[config.mk]
export PLATFORM = sky130hd
export DESIGN_NAME = csfs_cell
export DESIGN_NICKNAME = d
export VERILOG_FILES = /design/src/rtl/core/csfs_pkg.sv /design/src/rtl/core/csfs_cell.sv
export SDC_FILE = /design/constraint.sdc
export NUM_CORES = 1
export LEC_CHECK = 0
export CAP_MARGIN = 0
export CORE_UTILIZATION = 45
export DETAILED_ROUTE_END_ITERATION = 12
export DONT_BUFFER_PORTS = 1
export GPL_TIMING_DRIVEN = 1
export PLACE_DENSITY = 0.63
export SLEW_MARGIN = 20
export SYNTH_ARGS = -nofsm -noshare
export SYNTH_HDL_FRONTEND = slang
export SYNTH_SLANG_ARGS = --single-unit
[constraint.sdc]
create_clock -name clk -period 3 [get_ports clk]
set_input_delay 0.45 -clock clk [delete_from_list [all_inputs] [get_ports clk]]
set_output_delay 0.45 -clock clk [all_outputs]
set_load 0.05 [all_outputs]
[src/rtl/core/csfs_pkg.sv]
// csfs_pkg: widths, status codes and the divider cell payload type
// for the chi-square feature score block; no dependencies
package csfs_pkg;

  localparam int COUNT_BITS = 16;
  localparam int FRAC_BITS  = 16;
  localparam int SCORE_W    = 32;
  localparam int STATUS_W   = 2;

  localparam int PROD_W = 2 * COUNT_BITS;
  localparam int DEN_W  = 4 * COUNT_BITS;
  localparam int P_W    = 5 * COUNT_BITS;
  localparam int NUM_W  = P_W + FRAC_BITS;
  localparam int REM_W  = DEN_W + 1;

  typedef enum logic [STATUS_W-1:0] {
    ST_NORMAL = 2'd0,
    ST_DEGEN  = 2'd1,
    ST_BAD    = 2'd2
  } status_t;

  typedef struct packed {
    logic               valid;
    status_t            status;
    logic               sat;
    logic [REM_W-1:0]   rem;
    logic [DEN_W-1:0]   den;
    logic [SCORE_W-1:0] low;
    logic [SCORE_W-1:0] quo;
  } cell_data_t;

endpackage

[src/rtl/core/csfs_cell.sv]
// csfs_cell: one restoring divide step, one quotient bit per cell
// depends on csfs_pkg
module csfs_cell (
  input  logic                 clk,
  input  logic                 rst,
  input  logic                 en,
  input  csfs_pkg::cell_data_t d_in,
  output csfs_pkg::cell_data_t d_out
);
  import csfs_pkg::*;

  logic [REM_W-1:0] trial;
  logic             ge;

  assign trial = {d_in.rem[REM_W-2:0], d_in.low[SCORE_W-1]};
  assign ge    = trial >= REM_W'(d_in.den);

  always_ff @(posedge clk) begin
    if (rst) begin
      d_out.valid <= 1'b0;
    end else if (en) begin
      d_out.valid <= d_in.valid;
    end
    if (en) begin
      d_out.status <= d_in.status;
      d_out.sat    <= d_in.sat;
      d_out.rem    <= ge ? trial - REM_W'(d_in.den) : trial;
      d_out.den    <= d_in.den;
      d_out.low    <= d_in.low << 1;
      d_out.quo    <= {d_in.quo[SCORE_W-2:0], ge};
    end
  end
endmodule

Word-level counts from Yosys, hierarchy flattened
Index checks and enable logic that the tools add are counted.
{"block": "totals", "register_bits": 196, "latch_bits": 0, "memories": 0, "ramBits": 0, "in_bits": 200, "romBits": 0, "output_inout_bits": 197, "elab_cells": 10}
{"block": "classes", "n_mul": 0, "reduce_logical": 0, "n_addsub": 1, "order_cmp": 1, "bitwise_logic": 0, "n_mux": 1, "n_shift": 0, "n_eq_ne": 0, "div": 0}
{"op": "$ge A65 B64 Y1", "n": 1}
{"op": "$mux W65", "n": 1}
{"op": "$sub A65 B64 Y65", "n": 1}

Logic depth before layout (Yosys ltp)
{"block": "logic_depth", "depth_word": 2, "mapped_depth": 17, "mapped_depth_nobuf": 13}

Least setup slack after synthesis
OpenSTA, ideal clock, no wires.
{"block": "synth_path", "path_type": "input port to flip-flop", "from": "input port d_in[114] (netlist bit)", "to": "register d_out[131] (netlist bit), data pin", "t_arrival_ns": 2.804, "cell_stages": 13, "slack_ns": -0.064, "required_ns": 2.740, "setup_ns": 0.260, "n_path_buf": 3, "path_cell_list": "inv_1 ha_1 buf_2 nand4_1 or3_1 o21a_1 or3_1 o21a_1 and3b_1 buf_6 inv_6 buf_12 mux2_4"}
{"block": "synth_between", "elab_chain_len": 2}
{"element": "from (decl)", "line": "csfs_cell.sv:7", "rtl": "input csfs_pkg::cell_data_t d_in,"}
{"element": "$ge A65 B64 Y1", "line": "csfs_cell.sv:16", "rtl": "assign ge = trial >= REM_W'(d_in.den);"}
{"element": "$mux W65", "line": "csfs_cell.sv:27", "rtl": "d_out.rem <= ge ? trial - REM_W'(d_in.den) : trial;"}
{"element": "to (decl)", "line": "csfs_cell.sv:8", "rtl": "output csfs_pkg::cell_data_t d_out"}
No other way between the ends.
A chain may end at the register's enable or synchronous reset.

Worst setup path after layout
{"block": "layout_path", "from": "input port d_in[100] (netlist bit)", "to": "register d_out[190] (netlist bit), data pin"}
{"block": "layout_between", "elab_chain_len": 2, "elab_cells_between_ends": 3, "cone_classes": "add/sub (1); order compare (1); mux (1)"}
{"element": "$sub A65 B64 Y65 / $ge A65 B64 Y1 (equally long branches)", "line": "csfs_cell.sv:27, csfs_cell.sv:16"}
{"element": "$mux W65 *", "line": "csfs_cell.sv:27"}
Every way passes the cells marked *; elsewhere a longest branch is shown, timed or not.

==> impl_metrics.csv <==
group,metric,value,unit
layout,largest_register,"d_out",
synth,most_frequently_used_cell_type_in_the_post_synthesis_netlist,"sky130_fd_sc_hd__edfxtp_1",
worst_setup_path,slowest_delay,0.53,ns
worst_setup_path,critical_path_cell_sequence,"inv_1, ha_1, buf_4, nand4_1, or3_1, nand2b_4, or4_1, a21oi_2, nor3_4, nor2_1, mux2i_1, a21oi_1, a21o_1",
synth,yosys_warnings,0,
global_route,wire_length_of_the_first_global_routing_pass,46300,um
synth,yosys_register_bits,196,
timing,min_period_over_period,95.6,%
worst_setup_path,path_max_fanout,4,
worst_setup_path,critical_path.endpoint_type,"flop",
synth,asr_flop_ratio_synth,0,%
timing,setup_slack,0.132,ns
clock_tree,cts_tree,"built",
drt,post_drt_wl_per_cell,20.0,um
die,die_w,159,um
synth,synth_area_leaders,"sky130_fd_sc_hd__edfxtp_1, sky130_fd_sc_hd__ha_1, sky130_fd_sc_hd__a21oi_1",
worst_setup_path,worst_r2r_start,"d_out[196]",
synth,synth_seq_area_share,53.1,%
synth,post-synth-top-area-cell,"sky130_fd_sc_hd__edfxtp_1",
synth,synth.top_cell.area_share,53.0,%
synth,yosys-top-cells-count,"sky130_fd_sc_hd__edfxtp_1, sky130_fd_sc_hd__a21oi_1, sky130_fd_sc_hd__nor2_1, sky130_fd_sc_hd__inv_1, sky130_fd_sc_hd__ha_1",
layout,antenna-diode-count,0,
layout,max_ffs_per_register,196,
outcome,outcome,"completed",
die,full_die_area,25200,um^2
min_path,worst_hold_path_type,"input port to flop",
worst_setup_path,worstReg2RegEnd,"d_out[196]",
worst_setup_path,worstPathBufferInverterCount,2,
layout,area.growth.synth_to_final,21.4,%
drt,drt_pass1_iterations,7,
worst_setup_path,worst_path_required,3.20,ns
worst_setup_path,endpoint,"d_out[190]",
timing,worstMarginPinSlew,0.618,ns
synth,syn-cell-area,11100,um^2
power,power,0.00839,W
drt,detailedRoute.firstIterationViolations,605,
synth,synth_nets,1280,
drt,wire_length_after_detailed_routing,30400,um
worst_setup_path,setup.worst_path.start_class,"input port",
power,power.density_cell_area,625,nW/um^2
timing,finalSetupViolations,0,
worst_setup_path,path_class,"input port to flop",
worst_setup_path,ff2ff_setup_slack,2.06,ns
global_route,grt_start_max_net_pins,197,
timing,finalHoldWorstSlack,0.0711,ns
synth,synth.avg_cell_area,10.9,um^2
flow_run,drv.max_cap_violation_count,0,
power,power_leakage,5.49,nW
worst_setup_path,worstSetupStartpoint,"d_in[100]",
clock_tree,h-tree-depth,4,
layout,post_route_cells_drive_above_1_share,23.8,%
layout,reg_top3,"d_out x196",
drt,drcViolationCount,0,
worst_setup_path,critical_path_cell_count,13,
worst_setup_path,crit_slowest_cell,"sky130_fd_sc_hd__or4_1",
timing,slew_headroom,58.9,%
drt,ant_nets,0,
drt,detailroute.via_count,8329,
global_route,globalRouteOverflowTotal,0,
clock_tree,number_of_buffers_created_by_cts,17,
drt,detail_route.vias_per_cell,5.48,
timing,finalHoldViolCount,0,
die,top_level_ports,397,
clock_tree,cts-root-buf,"sky130_fd_sc_hd__clkbuf_16",
layout,num-nets-final,1452,
place,port-buffer-count,0,
timing,grt_setup_unrepaired,"false",
clock_tree,clk_pin_slew_worst_paths,0.08,ns
clock_tree,max-clock-path-buffers,2,
die,core_region_area,23800,um^2
die,initial_utilization,46.5,%
global_route,global_route.usage.total,23.9,%
global_route,first_global_vias,8191,
timing,achievable-frequency,0.349,GHz
synth,ys_types,74,
place,place.gp.congestion,0.887,
global_route,antenna_found_initial,0,
synth,synth_ff_type,"sky130_fd_sc_hd__edfxtp_1",
clock_tree,clock_insertion_delay_worst_skew,0.44,ns
synth,synth_enable_flop_cells,195,
clock_tree,number_of_hold_buffers_added_after_cts,0,
power,vdd_ir_drop_max,0.373,mV
clock_tree,cts_num_sinks,196,
timing,drv_slew,0,
place,dp_hpwl,24000,um
timing,fin_skew,0,ns
die,die_h,159,um
place,dp_worst_slack,-0.385,ns
synth,count_of_mapped_cells_out_of_synthesis,1015,
worst_setup_path,worstPathArrival,3.07,ns
timing,period_minus_slack,2.87,ns
worst_setup_path,cells_on_worst_reg2reg_path,2,
die,num_rows,56,
worst_setup_path,timing.critical_path.max_delay_family,"simple AND/OR/NAND/NOR gates",
worst reg2reg max path: stages, from the launching register on:
cell                      delay (ns)
sky130_fd_sc_hd__dfxtp_1        0.64
sky130_fd_sc_hd__mux2i_1        0.13
sky130_fd_sc_hd__nor2_1         0.10
layout make-up:
class / count / area [um^2]
Clock buffer: 19 / 443
Clock inverter: 13 / 133
Fill cell: 2035 / 10300
Inverter: 75 / 294
Multi-Input combinational cell: 696 / 4730
Sequential cell: 196 / 5880
Tap cell: 319 / 399
Timing Repair Buffer: 201 / 1550
cells in the final DEF (no fill, tap or decap), types with 5 or more instances in the layout:
cell	n
sky130_fd_sc_hd__and3_1	6
sky130_fd_sc_hd__a21o_1	33
sky130_fd_sc_hd__a21oi_1	131
sky130_fd_sc_hd__nand2_1	60
sky130_fd_sc_hd__nand4_1	26
sky130_fd_sc_hd__nand2b_1	9
sky130_fd_sc_hd__xor2_1	25
sky130_fd_sc_hd__mux2_4	6
sky130_fd_sc_hd__nor2b_1	6
sky130_fd_sc_hd__ha_4	5
sky130_fd_sc_hd__o21bai_1	11
sky130_fd_sc_hd__o21ai_0	32
sky130_fd_sc_hd__xnor2_1	29
sky130_fd_sc_hd__o21ai_1	7
sky130_fd_sc_hd__or3_1	6
sky130_fd_sc_hd__nor2_2	7
sky130_fd_sc_hd__clkbuf_16	17
sky130_fd_sc_hd__a21oi_2	10
sky130_fd_sc_hd__edfxtp_1	195
sky130_fd_sc_hd__buf_4	198
sky130_fd_sc_hd__nand3_1	12
sky130_fd_sc_hd__nor3_1	9
sky130_fd_sc_hd__nor2_1	97
sky130_fd_sc_hd__nor4_1	6
sky130_fd_sc_hd__ha_1	58
sky130_fd_sc_hd__o21a_1	12
sky130_fd_sc_hd__o211ai_1	6
sky130_fd_sc_hd__inv_6	6
sky130_fd_sc_hd__a31oi_1	6
sky130_fd_sc_hd__inv_1	72
repair_timing:
item / CTS / global route
endpoints found under the setup margin: 0 / 54
buffers inserted: 0 / 1
gates resized for setup: 0 / 13
layer usage:
metal / vias to the layer above / global-route usage [%] / part of all wire, %
met5: - / 0 / 0
met2: 324 / 41.4 / 50
li1: 4077 / - / -
met3: 34 / 6.66 / 7.2
met1: 3894 / 28.7 / 40
met4: 0 / 6.93 / 1.9
cell families after synthesis:
family,count (synthesis),synth area share (%)
and+or+nand+nor,273,12.1
buffers and inverters,123,5.23
DFF,196,53.1
other,1,0.0339
adders and majority gates,65,7.42
muxes,10,1.18
xor gates and xnor gates,54,4.28
AOI/OAI and AO/OA,293,16.7
power by group:
group          switching (W)  total (W)  internal, W
registers            0.00113    0.00453      0.00340
logic               0.000817    0.00160     0.000785
clock network        0.00113    0.00226      0.00113
metrics by stage:
| step | std cells | setup TNS, ns | util [%] | instance area (um^2) |
|---|---|---|---|---|
| 3_5_place_dp | 1486 | -18.75 | 53.8 | 12800 |
| 5_1_grt | 1519 | 0 | 56.5 | 13400 |
| 3_3_place_gp | 1486 | -15.37 | 53.8 | 12800 |
| 4_1_cts | 1518 | 0 | 56.2 | 13400 |
| 6_report | 1519 | 0 | 56.5 | 13400 |
| 2_1_floorplan | 1015 | -0.250 | - | 11100 |
worst min-delay path by stage:
stage | startpoint | end | slack [ns] | cells past startpoint
final | rst | d_out[196] | 0.07 | 1
after global routing | rst | d_out[196] | 0.05 | 1
after CTS | rst | d_out[196] | 0.05 | 1
after detailed placement | rst | d_out[196] | 0.53 | 1
after global placement | rst | d_out[196] | 0.52 | 1
after floorplan | rst | d_out[196] | 0.52 | 1
Power figures use the tool's default switching activity.
